## src/hdl/cta_pkg.sv

```systemverilog
// Shared types and constants for the change-triggered averaged capture block.
package cta_pkg;

    // Capture capacity default, in points
    localparam int DEPTH_DEFAULT = 4096;

    // Field widths
    localparam int SAMPLE_W = 16;
    localparam int SUM_W    = 32;
    localparam int INDEX_W  = 12;
    localparam int CFG_IDX_W = 2;

    // Serial divide: one quotient bit per cycle over the whole sum
    localparam int DIV_STEPS = SUM_W;
    localparam int DIV_CNT_W = $clog2(DIV_STEPS);

    // Input operation codes
    localparam logic OP_SAMPLE  = 1'b0;
    localparam logic OP_RESTART = 1'b1;

    // Configuration register indexes
    localparam logic [CFG_IDX_W-1:0] REG_AVG_COUNT    = 2'd0;
    localparam logic [CFG_IDX_W-1:0] REG_CHANGE_LIMIT = 2'd1;
    localparam logic [CFG_IDX_W-1:0] REG_POST_COUNT   = 2'd2;

    // Control sequencer states
    typedef enum logic [1:0] {
        ST_IDLE,
        ST_DIVIDE,
        ST_PUSH
    } cta_state_t;

endpackage

```

## src/hdl/change_triggered_averaged_capture.sv

```systemverilog
// Top level of the change-triggered averaged capture block.

// Raw samples are summed until avg_count of them (0 counts as 1) make one point;
// the point value is the sum divided by the sample count, produced by a bit-serial
// restoring divider that yields one quotient bit per cycle. A sample that does not
// complete a point, a restart, or a sample after the capture has ended is simply
// accepted in the idle state. A sample that completes a point is accepted, then
// 32 divide steps run over the 32-bit sum, then the point waits until the output
// register is free and is loaded into it. The result sits in an output register, so the next
// sample is taken while a finished point still waits for out_ready. Point 0 is
// the reference; the first later point farther from it than change_limit sets
// detected, and the capture then ends post_count points later, or at DEPTH points.
module change_triggered_averaged_capture #(
    parameter int DEPTH = cta_pkg::DEPTH_DEFAULT
) (
    input  logic                           clk,
    input  logic                           rst_n,
    // configuration writes
    input  logic                           cfg_valid,
    output logic                           cfg_ready,
    input  logic [cta_pkg::CFG_IDX_W-1:0]  cfg_index,
    input  logic [cta_pkg::SAMPLE_W-1:0]   cfg_data,
    // sample items
    input  logic                           in_valid,
    output logic                           in_ready,
    input  logic                           op,
    input  logic [cta_pkg::SAMPLE_W-1:0]   sample,
    // point items
    output logic                           out_valid,
    input  logic                           out_ready,
    output logic [cta_pkg::SAMPLE_W-1:0]   point_value,
    output logic [cta_pkg::INDEX_W-1:0]    point_index,
    output logic                           detected,
    output logic                           last
);
    import cta_pkg::*;

    // Position counter holds 0..DEPTH
    localparam int IDX_W = $clog2(DEPTH + 1);
    // Trigger cap: position + 1 + post_count
    localparam int CAP_W = ((IDX_W > SAMPLE_W) ? IDX_W : SAMPLE_W) + 1;

    // Configuration registers
    logic [SAMPLE_W-1:0] avg_count_reg;
    logic [SAMPLE_W-1:0] change_limit_reg;
    logic [SAMPLE_W-1:0] post_count_reg;

    // Capture state
    logic [SUM_W-1:0]    acc_sum_reg;
    logic [SAMPLE_W-1:0] raw_in_point_reg;
    logic [IDX_W-1:0]    next_index_reg;
    logic [SAMPLE_W-1:0] reference_reg;
    logic                triggered_reg;
    logic [IDX_W-1:0]    end_index_reg;
    logic                done_reg;

    // Divider
    logic [SUM_W-1:0]     quot_reg;
    logic [SAMPLE_W-1:0]  rem_reg;
    logic [SAMPLE_W-1:0]  divisor_reg;
    logic [DIV_CNT_W-1:0] div_cnt_reg;

    // Output register
    logic                out_valid_reg;
    logic [SAMPLE_W-1:0] out_value_reg;
    logic [INDEX_W-1:0]  out_index_reg;
    logic                out_detected_reg;
    logic                out_last_reg;

    cta_state_t state_reg, state_next;

    // Control decodes
    logic in_fire;
    logic take_sample;
    logic point_done;
    logic div_last;
    logic out_free;
    logic div_step;
    logic push;

    // Accumulate path
    logic [SUM_W-1:0]    acc_next;
    logic [SAMPLE_W-1:0] raw_next;
    logic [SAMPLE_W-1:0] need;

    // Divide step
    logic [SAMPLE_W:0] rem_shift;
    logic              rem_ge;
    logic [SAMPLE_W:0] rem_diff;

    // Point finish path
    logic [SAMPLE_W-1:0] point_val;
    logic [SAMPLE_W-1:0] abs_diff;
    logic                trig_now;
    logic [CAP_W-1:0]    cap;
    logic [IDX_W-1:0]    end_new;
    logic [IDX_W:0]      idx_plus;
    logic                is_last;
    logic [IDX_W+INDEX_W-1:0] idx_ext;

    assign cfg_ready = 1'b1;

    // Sample accumulate and point completion check
    assign acc_next   = acc_sum_reg + SUM_W'(sample);
    assign raw_next   = raw_in_point_reg + SAMPLE_W'(1);
    assign need       = (avg_count_reg == '0) ? SAMPLE_W'(1) : avg_count_reg;
    assign in_fire    = in_valid && in_ready;
    assign take_sample = in_fire && (op == OP_SAMPLE) && !done_reg;
    assign point_done = raw_next >= need;

    // Restoring divide step
    assign rem_shift = {rem_reg, quot_reg[SUM_W-1]};
    assign rem_ge    = rem_shift >= {1'b0, divisor_reg};
    assign rem_diff  = rem_shift - {1'b0, divisor_reg};
    assign div_last  = div_cnt_reg == DIV_CNT_W'(DIV_STEPS - 1);

    // Point value, clamped to 16 bits
    assign point_val = (quot_reg[SUM_W-1:SAMPLE_W] != '0) ? {SAMPLE_W{1'b1}}
                                                          : quot_reg[SAMPLE_W-1:0];

    // Change detection against the reference
    assign abs_diff = (point_val > reference_reg) ? point_val - reference_reg
                                                  : reference_reg - point_val;
    assign trig_now = (next_index_reg != '0) && !triggered_reg
                      && (abs_diff > change_limit_reg);
    assign cap      = CAP_W'(next_index_reg) + CAP_W'(1) + CAP_W'(post_count_reg);
    assign end_new  = !trig_now ? end_index_reg
                    : (cap < CAP_W'(DEPTH)) ? cap[IDX_W-1:0] : IDX_W'(DEPTH);
    assign idx_plus = {1'b0, next_index_reg} + (IDX_W+1)'(1);
    assign is_last  = idx_plus >= {1'b0, end_new};
    assign idx_ext  = {{INDEX_W{1'b0}}, next_index_reg};

    assign out_free = !out_valid_reg || out_ready;

    // Next state
    always_comb
    begin
        state_next = state_reg;
        case (state_reg)
            ST_IDLE:
            begin
                if (take_sample && point_done)
                    state_next = ST_DIVIDE;
            end
            ST_DIVIDE:
            begin
                if (div_last)
                    state_next = ST_PUSH;
            end
            ST_PUSH:
            begin
                if (out_free)
                    state_next = ST_IDLE;
            end
            default:
                state_next = ST_IDLE;
        endcase
    end

    // State outputs
    always_comb
    begin
        in_ready = 1'b0;
        div_step = 1'b0;
        push     = 1'b0;
        case (state_reg)
            ST_IDLE:   in_ready = 1'b1;
            ST_DIVIDE: div_step = 1'b1;
            ST_PUSH:   push     = out_free;
            default:   in_ready = 1'b0;
        endcase
    end

    // Control and capture state
    always_ff @(posedge clk or negedge rst_n)
    begin
        if (!rst_n)
        begin
            state_reg        <= ST_IDLE;
            avg_count_reg    <= SAMPLE_W'(1);
            change_limit_reg <= '0;
            post_count_reg   <= '0;
            acc_sum_reg      <= '0;
            raw_in_point_reg <= '0;
            next_index_reg   <= '0;
            reference_reg    <= '0;
            triggered_reg    <= 1'b0;
            end_index_reg    <= IDX_W'(DEPTH);
            done_reg         <= 1'b0;
            div_cnt_reg      <= '0;
            out_valid_reg    <= 1'b0;
        end
        else
        begin
            state_reg <= state_next;

            // register writes
            if (cfg_valid && cfg_ready)
            begin
                case (cfg_index)
                    REG_AVG_COUNT:    avg_count_reg    <= cfg_data;
                    REG_CHANGE_LIMIT: change_limit_reg <= cfg_data;
                    REG_POST_COUNT:   post_count_reg   <= cfg_data;
                    default:          ;
                endcase
            end

            // restart or sample accumulate
            if (in_fire && (op == OP_RESTART))
            begin
                acc_sum_reg      <= '0;
                raw_in_point_reg <= '0;
                next_index_reg   <= '0;
                reference_reg    <= '0;
                triggered_reg    <= 1'b0;
                end_index_reg    <= IDX_W'(DEPTH);
                done_reg         <= 1'b0;
            end
            else if (take_sample)
            begin
                if (point_done)
                begin
                    acc_sum_reg      <= '0;
                    raw_in_point_reg <= '0;
                end
                else
                begin
                    acc_sum_reg      <= acc_next;
                    raw_in_point_reg <= raw_next;
                end
            end

            // divide step counter
            if (take_sample && point_done)
                div_cnt_reg <= '0;
            else if (div_step)
                div_cnt_reg <= div_cnt_reg + DIV_CNT_W'(1);

            // point finish: reference, trigger and end of capture
            if (push)
            begin
                if (next_index_reg == '0)
                    reference_reg <= point_val;
                triggered_reg  <= triggered_reg || trig_now;
                end_index_reg  <= end_new;
                next_index_reg <= idx_plus[IDX_W-1:0];
                if (is_last)
                    done_reg <= 1'b1;
            end

            // output handshake
            if (push)
                out_valid_reg <= 1'b1;
            else if (out_ready)
                out_valid_reg <= 1'b0;
        end
    end

    // Divider datapath
    always_ff @(posedge clk)
    begin
        if (take_sample && point_done)
        begin
            quot_reg    <= acc_next;
            rem_reg     <= '0;
            divisor_reg <= raw_next;
        end
        else if (div_step)
        begin
            quot_reg <= {quot_reg[SUM_W-2:0], rem_ge};
            rem_reg  <= rem_ge ? rem_diff[SAMPLE_W-1:0] : rem_shift[SAMPLE_W-1:0];
        end
    end

    // Output payload
    always_ff @(posedge clk)
    begin
        if (push)
        begin
            out_value_reg    <= point_val;
            out_index_reg    <= idx_ext[INDEX_W-1:0];
            out_detected_reg <= triggered_reg || trig_now;
            out_last_reg     <= is_last;
        end
    end

    assign out_valid   = out_valid_reg;
    assign point_value = out_value_reg;
    assign point_index = out_index_reg;
    assign detected    = out_detected_reg;
    assign last        = out_last_reg;

endmodule

```

## config.mk

```make
export PLATFORM = sky130hd
export DESIGN_NAME = change_triggered_averaged_capture
export DESIGN_NICKNAME = d
export VERILOG_FILES = /design/src/hdl/cta_pkg.sv /design/src/hdl/change_triggered_averaged_capture.sv
export SDC_FILE = /design/constraint.sdc
export NUM_CORES = 1
export LEC_CHECK = 0
export ABC_AREA = 1
export BUFFER_PORTS_ARGS = -buffer_cell sky130_fd_sc_hd__clkbuf_2
export CELL_PAD_IN_SITES_DETAIL_PLACEMENT = 1
export CELL_PAD_IN_SITES_GLOBAL_PLACEMENT = 1
export CORE_ASPECT_RATIO = 1.2
export CORE_MARGIN = 2
export CORE_UTILIZATION = 44
export CTS_BUF_LIST = sky130_fd_sc_hd__clkbuf_4 sky130_fd_sc_hd__clkbuf_8
export DETAILED_ROUTE_END_ITERATION = 6
export HOLD_SLACK_MARGIN = 0.02
export PLACE_DENSITY_LB_ADDON = 0.1
export SETUP_SLACK_MARGIN = 0.05
export SLEW_MARGIN = 20
export SYNTH_ARGS = -nofsm -noshare
export SYNTH_HDL_FRONTEND = slang
export SYNTH_SLANG_ARGS = --single-unit
```

## constraint.sdc

```tcl
create_clock -name clk -period 5.5 [get_ports clk]
set_input_delay 0.55 -clock clk [delete_from_list [all_inputs] [get_ports clk]]
set_output_delay 0.55 -clock clk [all_outputs]
set_load 0.02 [all_outputs]
```

==> results by group, run 1 <==
STA
  – Worst slew pin tran: approximately 1000 ps
  – Unrepaired setup endpoints after global routing: yes
  – Hold Slack: 70.95 ps
  – Final worst path period share: 102.1%
  – Final worst slack: -118.2 ps
  – Tmin final: 5618 ps
  – F_max: 178.0 MHz
  – Slew Limit Fails: 0
  – Endpoints failing setup: 2
  – Rel. slew slack: approximately 30%
  – Clock skew: 24.71 ps
  – Final Hold Fails: 0

Setup path
  – R2R Setup Slk: -120 ps
  – Worst-path fanout max: 8
  – FF-to-FF Start: quot_reg[19]$_DFFE_PP_
  – FF-to-FF End: last$_DFFE_PP_
  – Worst Setup End Kind: register
  – Worst Reg-to-Reg Cells: 43
  – CP max stage cell: edfxtp_1
  – Crit path arrival time: 5990 ps
  – Critical Path RT: 5870 ps
  – Worst path buffer plus inverter count: 9
  – Crit Path Class: reg -> reg
  – CP most frequent cell: nand2_1
  – Max stage delay on crit path: 410 ps
  – Worst Setup Start Kind: register
  – Crit path max-delay family: simple AND/OR/NAND/NOR gates

Synthesis
  – Synthesized cell area: 16020 sq um
  – Adder-cell area share of the yosys netlist: 10.47%
  – Seq/Total Area, Yosys: between 30% and 40%
  – Mux contribution to synthesized area: 0%
  – Register bit total from synthesis: around 240
  – Synth warnings: 0
  – Syn_nets: 2248
  – Post-synthesis xor/xnor area fraction: 4.648%
  – Synth Area in Simple Gates: between 20% and 30%
  – Post-synthesis area per instance: 7.712 sq um
  – Unique masters post-synth: 56
  – Post-synthesis compound-gate area fraction: a little over a tenth
  – Main combinational cell family by area after synthesis: simple AND/OR/NAND/NOR gates
  – Async set-or-reset flop fraction in the synthesized netlist: 61.16%
  – Mapped Cells: slightly above 2000
  – Post-synth EDFFs: 78
  – Top FF cell, synth: dfrtp_1

Min path
  – Type of the tightest min-delay check: in -> async

Detailed routing
  – Pre-antenna DRT Iters: 5
  – Drt initial violations: 682
  – Antenna viol nets, final: 0
  – Routed WL: 52170 um
  – Detail-routed net length per standard cell: approximately 19 um
  – Routed vias/inst: 5.210
  – Routed via count: ~15000
  – DR DRC count: 0

GRT
  – Largest net degree at the start of global routing: slightly below 100
  – GRT overflow: 0
  – Tot GR Track Use: roughly 28%
  – Antenna violations before repair: 0
  – First-pass GRT wire length: just over 80000 um
  – Vias in the first global route: 15710

Floorplan
  – Core region area: 35850 sq um
  – Io pins: 73
  – Die Y: ~210 um
  – Die ar.: 37950 sq um
  – Initial core utilization: around 45%
  – Std-Cell Rows: 76
  – Die X: about 180 um

Place
  – Place WS: -325.1 ps
  – I/O Buffers: just over 70
  – DP Cell Count: 2718
  – Gpl congestion: 0.9023
  – HPWL after detailed placement: 38110 um

CTS
  – Root buffer cell: clkbuf_8
  – CTS clock-pin slew for the worst setup and hold paths: 60 ps
  – # H-tree levels: 2
  – TritonCTS Sinks: 242
  – CTS Buffer Depth: 3
  – CTS tree: done
  – CTS buffer count: 44
  – Latest clock arrival within the worst-skew pair: 630 ps

Power and ir drop
  – VDD IR max: 212.2 uV
  – Pwr Density: between 300 and 400 nW/um^2
  – Pwr Total: 6.054 mW
  – P_leak: between 9 and 10 nW

Cells and area
  – Nets: 2487
  – Area growth syn-to-layout: 22.74%
  – Non-filler cells, final: 2818
  – Number of diodes: 0
  – Layout cell share with drive strength beyond 1: 21.23%
  – Post-Route Utilization: 54.84%

Run status
  – Failing checks: setup timing
  – Status: complete, but fails checks

Job
  – Max-Cap Viols: 0
[kinds of logic (layout without fill, tap and decap cells)]
| kind of cell | after synthesis | in the layout |
|---|---|---|
| AOI/OAI and AO/OA | 307 | 307 |
| xor gates and xnor gates | 85 | 85 |
| adders and majority gates | 131 | 131 |
| buffers and inverters | 360 | 633 |
| DFF | 242 | 242 |
| other | 1 | 1 |
| and+or+nand+nor | 951 | 951 |
[cell usage after synthesis, types with 17 or more instances]
cell      instances  share of area [%]
a21oi_1          78                2.4
clkbuf_1         24               0.56
dfrtp_1         146                 23
edfxtp_1         78                 15
ha_1            126                9.8
inv_1           302                7.1
nand2_1         585                 14
nand2_2          22               0.86
nand3_1          95                3.0
nand3b_1         17               0.80
nand4_1          22               0.86
nor2_1          143                3.4
nor3_1           24               0.75
o21ai_0         158                4.9
xnor2_1          29                1.6
xor2_1           56                3.1
[cell type report]
type / instances / area, sq um
inverter: 313 / 1180
clock buffer: 68 / 829.5
fill: 4449 / 16190
clock inverter: 12 / 112.6
multi-input combinational: 1475 / 8846
sequential: 242 / 6369
timing repair buffer: 240 / 1738
tap: 468 / 585.6
[where the power goes]
group	internal (mW)	total, mW	switching (mW)
Sequential	2.15	2.38	0.230
Clock	1.06	1.88	0.820
Combinational	0.633	1.79	1.16
[how the worst max path moves through the flow]
| stage | startpoint | end | slack, ps | cells after the start |
|---|---|---|---|---|
| final | quot_reg[19]$_DFFE_PP_ | last$_DFFE_PP_ | -120 | 43 |
| after global routing | quot_reg[27]$_DFFE_PP_ | last$_DFFE_PP_ | -440 | 42 |
| after CTS | quot_reg[19]$_DFFE_PP_ | last$_DFFE_PP_ | -30 | 38 |
| after floorplan | quot_reg[16]$_DFFE_PP_ | last$_DFFE_PP_ | 410 | 35 |
| after detailed placement | quot_reg[16]$_DFFE_PP_ | last$_DFFE_PP_ | -330 | 36 |
| after global placement | quot_reg[25]$_DFFE_PP_ | last$_DFFE_PP_ | -100 | 32 |
[cells in the final DEF, fill, tap and decap left out, types with 14 or more instances in the layout]
cell type and count:
dfrtp_1 146, xnor2_1 29, ha_4 14, clkbuf_8 51, a21oi_1 67, nor2_1 112
nor3_1 19, xor2_1 54, nand3_2 16, nand3_1 92, nand3b_1 17, edfxtp_1 78
clkbuf_2 70, nand2_1 565, nor2_4 19, dfxtp_1 16, buf_4 157, clkbuf_4 17
o21ai_1 20, ha_1 110, nand4_1 22, inv_1 294, nand2_2 39, inv_2 15
nor2_2 15, o21ai_0 146
[per-layer routing]
metal / up-vias / track usage, % / share of wire (%)
met3: 100 / 3.579 / 3.3
li1: 7170 / - / -
met1: 7198 / 33.76 / 43
met2: 214 / 48.49 / 50
met4: 0 / 12.48 / 4.2
met5: - / 0 / 0
[stage by stage]
stage          area (sq um)  TNS (ps)
5_1_grt               19660    -874.6
4_1_cts               19260    -54.56
2_1_floorplan         16020         0
6_report              19660    -234.6
3_5_place_dp          17840    -640.9
3_3_place_gp          17840    -156.1
[timing repair]
| item | 4_1_cts | 5_1_grt |
|---|---|---|
| cloned | 2 | 2 |
| pin swaps | 13 | 47 |
| endpoints found under the setup margin | 2 | 2 |
| setup buffers | 6 | 11 |
| resized for setup | 102 | 67 |
| hold buffers | 0 | 0 |
No activity file was read; power rests on OpenSTA's default activity.
==> inputs of run 2 (changes only) <==
--- a/config.mk
+++ b/config.mk
@@ -8,2 +8,3 @@
 export ABC_AREA = 1
+export ABC_CLOCK_PERIOD_IN_PS = 5500
 export BUFFER_PORTS_ARGS = -buffer_cell sky130_fd_sc_hd__clkbuf_2
==> constraint.sdc (replaced) <==
create_clock -name clk -period 5.5 [get_ports clk]
set_input_delay 0 -clock clk [delete_from_list [all_inputs] [get_ports clk]]
set_output_delay 0 -clock clk [all_outputs]
set_load 0.02 [all_outputs]
==> run 2 against run 1 <==
  * The flow still finishes with violations (setup timing)
  * Clock power shrank 3%
  * Final cell count up 1.5%
  * Critical path depth decreased by 1
  * Largest cell class unchanged
  * Wire length up 12%
  * Core utilization is 2.0 points higher
  * Largest power group unchanged
  * Hold slack worse by 34 ps
  * Final area rose by 3.7%
  * Global-route usage rose by 1.4 points
  * Power up 0.50%
  * Via count rose by 4.0%
==> results by group, run 2 (synthesis results as in run 1) <==
STA
  – Final Hold Fails: 0
  – Final worst slack: -439.7 ps
  – Worst slew pin tran: roughly 1100 ps
  – F_max: 168.4 MHz
  – Final worst path period share: 108.0%
  – Tmin final: 5940 ps
  – Rel. slew slack: 27.90%
  – Endpoints failing setup: 2
  – Setup TNS: -848.9 ps
  – Slew Limit Fails: 0
  – Hold Slack: 37.32 ps
  – Unrepaired setup endpoints after global routing: yes
  – Clock skew: 35.10 ps

CTS
  – # H-tree levels: 2
  – TritonCTS Sinks: 242
  – CTS tree: done
  – Latest clock arrival within the worst-skew pair: 640 ps
  – Root buffer cell: clkbuf_8
  – CTS clock-pin slew for the worst setup and hold paths: 60 ps
  – CTS buffer count: 43
  – CTS Buffer Depth: 3

Floorplan
  – Std-Cell Rows: 76
  – Initial core utilization: about 45%
  – Io pins: 73
  – Die Y: about 210 um
  – Die ar.: 37950 sq um
  – Core region area: approximately 36000 sq um
  – Die X: 178.2 um

Detailed routing
  – Routed WL: 58610 um
  – Detail-routed net length per standard cell: 20.48 um
  – Routed vias/inst: roughly 5.3
  – Drt initial violations: 710
  – Pre-antenna DRT Iters: 4
  – Antenna viol nets, final: 0
  – Routed via count: 15270
  – DR DRC count: 0

Setup path
  – Worst path buffer plus inverter count: 9
  – Critical Path RT: 5850 ps
  – Worst Setup Start Kind: register
  – Crit path max-delay family: simple AND/OR/NAND/NOR gates
  – Critical path launch point: quot_reg[19]$_DFFE_PP_
  – Max stage delay on crit path: 440 ps
  – CP max stage cell: edfxtp_1
  – CP most frequent cell: nand2_1
  – Crit path arrival time: about 6300 ps
  – Worst-path fanout max: 8
  – Worst Setup End Kind: register
  – FF-to-FF Start: quot_reg[19]$_DFFE_PP_
  – Crit Path Class: reg -> reg

Place
  – Placed cell areas: 17800 sq um
  – HPWL after detailed placement: 38670 um
  – Gpl congestion: 0.8867
  – I/O Buffers: 71

Cells and area
  – Layout cell share with drive strength beyond 1: between 20% and 30%
  – Nets: 2529
  – Area growth syn-to-layout: 27.32%
  – Number of diodes: 0
  – Commonest non-fill, non-tap cell in the layout: nand2_1
  – Final instance area: 20390 sq um
  – Post-Route Utilization: 56.89%
  – Commonest non-fill, non-tap cells in the layout: nand2_1, inv_1, buf_4, o21ai_0, dfrtp_1

Run status
  – Failing checks: setup timing
  – Status: complete, but fails checks

Power and ir drop
  – P_leak: 9.823 nW
  – Pwr Density: 298.3 nW/um^2
  – Pwr Total: slightly above 6 mW
  – VDD IR max: 229.5 uV

GRT
  – Antenna violations before repair: 1
  – Largest net degree at the start of global routing: 82
  – First-pass GRT wire length: 86020 um
  – Tot GR Track Use: 29.06%
  – GRT overflow: 0
  – Vias in the first global route: 16260

Min path
  – Type of the tightest min-delay check: in -> async

Job
  – Max-Cap Viols: 0
## run 2: changes by cell type in the layout (fill, tap and decap cells not counted), sizes merged
cell	delta
dlygate4sd3	+33
nand2	+1
clkbuf	-10
clkinvlp	+2
buf	+11
clkinv	+6
## run 2: final timing paths
| check | end | slack (ps) | cells past startpoint |
|---|---|---|---|
| setup / recovery | last$_DFFE_PP_ | -440 | 42 |
| hold / removal | out_valid$_DFFE_PN0P_ | 40 | 2 |
| setup reg to reg | last$_DFFE_PP_ | -440 | 42 |
| hold reg to reg | rem_reg[2]$_SDFFE_PP0P_ | 470 | 2 |
| max in group asynchronous | avg_count_reg[10]$_DFFE_PN0P_ | 3950 | 3 |
| min in group clk | acc_sum_reg[8]$_DFFE_PN0P_ | 70 | 4 |
## run 2: through the flow
stage / setup slack [ps] / cells
floorplan: 406.3 / 2077
CTS: 26.62 / 2850
global route: -735.4 / 2861
detailed placement: -377.4 / 2716
global placement: -177.4 / 2716
finish: -439.7 / 2861
## run 2: per-layer routing
layer  up-vias  routed length (um)  part of all wire [%]  GRT usage [%]
met5         -                  23                 0.039              0
met1      7492               23610                    40          34.31
met2       327               29490                    50          52.09
li1       7268                   -                     -              -
met3       182                2296                   3.9          3.775
met4         4                3184                   5.4          13.71
## run 2: what timing repair did
item	4_1_cts	5_1_grt
hold endpoints to repair	147	0
cloned	3	0
gates resized for setup	104	154
pin swaps	35	86
endpoints found under the setup margin	2	2
hold buffers	33	0
setup buffers	18	12
## run 2: power breakdown
part / total (mW) / switching [mW] / internal (mW) / leakage, nW
Combinational: 1.87 / 1.20 / 0.666 / 6.58
Clock: 1.83 / 0.837 / 0.989 / 0.478
Sequential: 2.39 / 0.235 / 2.15 / 2.77
Total: 6.08 / 2.28 / 3.81 / 9.82
## run 2: layout make-up
type | instances | area [sq um]
Sequential cell | 242 | 6369
Tap cell | 468 | 585.6
Inverter | 313 | 1187
Clock inverter | 20 | 150.1
Clock buffer | 60 | 757.0
Multi-Input combinational cell | 1476 | 9234
Fill cell | 4384 | 15450
Timing Repair Buffer | 282 | 2112
==> inputs of run 3 (changes only) <==
Settings changed: ABC_CLOCK_PERIOD_IN_PS 5500 to 6500, CORE_UTILIZATION 44 to 48, HOLD_SLACK_MARGIN 0.02 to 0.06.
Clock period 5.5 ns to 6.5 ns, I/O delays scaled along.
==> run 3 against run 2 <==
  * The flow now finishes without violations
  * Count of clock-buffer cells in the layout is 2 higher
  * Sequential share of layout area is 3.5 points higher
  * Register-to-register slack better by 980 ps
  * Clock skew is 14 ps lower
  * Wire length is 14% lower
  * Final cell count is 6.2% lower
  * Sequential power is 16% lower
  * Core utilization is 1.3 points lower
  * Power is 13% lower
  * Largest cell class unchanged
  * Largest power group unchanged
==> results by group, run 3 (synthesis results as in run 1) <==
Min path
  – Hold Startpoint: cfg_valid
  – Type of the tightest min-delay check: in -> reg
  – Min-Delay Path Depth: 3
  – Hold path endpoint: avg_count_reg[0]$_DFFE_PN1P_

Setup path
  – WP depth: 37
  – FF-to-FF End: last$_DFFE_PP_
  – Worst Reg-to-Reg Cells: 37
  – Worst-path fanout max: 16
  – FF-to-FF Start: quot_reg[25]$_DFFE_PP_
  – Worst Setup Start Kind: register
  – Critical Path RT: just under 7000 ps
  – Crit path max-delay family: simple AND/OR/NAND/NOR gates
  – Crit path arrival time: between 6000 and 7000 ps
  – CP max stage cell: edfxtp_1
  – CP most frequent cell: nand2_1
  – Max stage delay on crit path: approximately 430 ps
  – R2R Setup Slk: 540 ps
  – Worst path buffer plus inverter count: 8
  – Worst Setup End Kind: register
  – Crit Path Class: reg -> reg

Cells and area
  – Commonest non-fill, non-tap cells in the layout: nand2_1, inv_1, o21ai_0, dfrtp_1, nor2_1
  – Nets: 2367
  – Layout cell share with drive strength beyond 1: a little under an eighth
  – Final instance area: 18350 sq um
  – Area growth syn-to-layout: 14.53%
  – Fill count: slightly above 4000
  – Commonest non-fill, non-tap cell in the layout: nand2_1

STA
  – Endpoints failing setup: 0
  – Clock skew: 20.73 ps
  – Final Hold Fails: 0
  – Tmin final: 5960 ps
  – Setup TNS: 0 ps
  – Rel. slew slack: between 20% and 30%
  – Slew Limit Fails: 0
  – Worst slew pin tran: 1075 ps
  – Final worst path period share: around nine tenths
  – F_max: 167.8 MHz

Detailed routing
  – DR DRC count: 0
  – Drt initial violations: 754
  – Routed via count: 14450
  – Pre-antenna DRT Iters: 5
  – Antenna viol nets, final: 0
  – Routed WL: around 50000 um
  – Detail-routed net length per standard cell: 18.75 um
  – Routed vias/inst: 5.387

CTS
  – CTS buffer count: 44
  – # H-tree levels: 2
  – Latest clock arrival within the worst-skew pair: 590 ps
  – CTS tree: done
  – CTS clock-pin slew for the worst setup and hold paths: 70 ps
  – TritonCTS Sinks: roughly 240
  – Root buffer cell: clkbuf_8
  – CTS Buffer Depth: 3

Run status
  – Status: complete, no violations

GRT
  – Largest net degree at the start of global routing: 91
  – Vias in the first global route: 15480
  – GRT overflow: 0
  – Tot GR Track Use: about 30%
  – First-pass GRT wire length: a little over 80000 um
  – Antenna violations before repair: 1

Place
  – Gpl congestion: 0.8894
  – HPWL after detailed placement: 36610 um
  – Placed cell areas: 16760 sq um
  – I/O Buffers: 71

Floorplan
  – Std-Cell Rows: 73
  – Die Y: 204.1 um
  – Die X: 170.8 um
  – Io pins: 73
  – Core region area: about 33000 sq um
  – Die ar.: approximately 35000 sq um
  – Initial core utilization: between 40% and 50%

Job
  – Max-Cap Viols: 0

Power and ir drop
  – P_leak: approximately 9 nW
  – VDD IR max: around 240 uV
  – Pwr Density: 289.5 nW/um^2
run 3: timing repair:
action / 4_1_cts / 5_1_grt
hold buffers: 32 / 0
gates resized for setup: 1 / 34
pin swaps: 0 / 2
buffers inserted: 0 / 4
endpoints found under the setup margin: 2 / 2
cloned: 0 / 1
endpoints found under the hold margin: 154 / 0
run 3: per-stage QoR:
step	cells	power, mW	setup slack (ps)	utilization [%]	hold slack [ps]
2_1_floorplan	2077	3.032	1406	-	-295.6
3_3_place_gp	2563	3.420	195.9	50.84	176.2
3_5_place_dp	2563	3.491	81.98	50.84	173.1
4_1_cts	2677	5.326	55.65	55.11	63.43
5_1_grt	2683	5.617	-27.70	55.64	128.9
6_report	2683	5.311	540.5	55.64	92.11
run 3: how the worst max path moves through the flow:
stage                                     to  slack, ps                   start
final                         last$_DFFE_PP_        540  quot_reg[25]$_DFFE_PP_
after global routing      done_reg$_DFF_PN0_        -30  quot_reg[29]$_DFFE_PP_
after CTS                     last$_DFFE_PP_         60  quot_reg[25]$_DFFE_PP_
after detailed placement      last$_DFFE_PP_         80  quot_reg[25]$_DFFE_PP_
after global placement        last$_DFFE_PP_        200  quot_reg[24]$_DFFE_PP_
after floorplan               last$_DFFE_PP_       1410  quot_reg[16]$_DFFE_PP_
run 3: final cells by class:
cell class	count	area (sq um)	share of cell area (%)
Clock inverter	20	281.5	1.535
Timing Repair Buffer	119	802.0	4.372
Sequential cell	242	6369	34.72
Inverter	313	1180	6.432
Clock buffer	62	803.3	4.379
Multi-Input combinational cell	1476	8344	45.48
Antenna cell	1	2.502	0.01364
Tap cell	450	563.0	3.069
run 3: worst min-delay path, cell delays in order:
cell	delay [ps]
clkbuf_2	110
nand3_2	400
o21ai_0	140
run 3: per-layer routing:
| metal | vias up | part of all wire [%] | wire, um | track usage [%] |
|---|---|---|---|---|
| li1 | 6948 | - | - | - |
| met1 | 7116 | 42 | 21210 | 35.95 |
| met2 | 268 | 50 | 25160 | 52.27 |
| met3 | 122 | 3.7 | 1881 | 4.067 |
| met4 | 0 | 4.1 | 2053 | 12.30 |
| met5 | - | 0 | 0 | 0 |
run 3: power breakdown:
part / leakage, nW / internal, mW / switching (mW)
logic: 5.56 / 0.527 / 0.978
clock network: 0.572 / 1.08 / 0.719
registers: 2.77 / 1.82 / 0.183
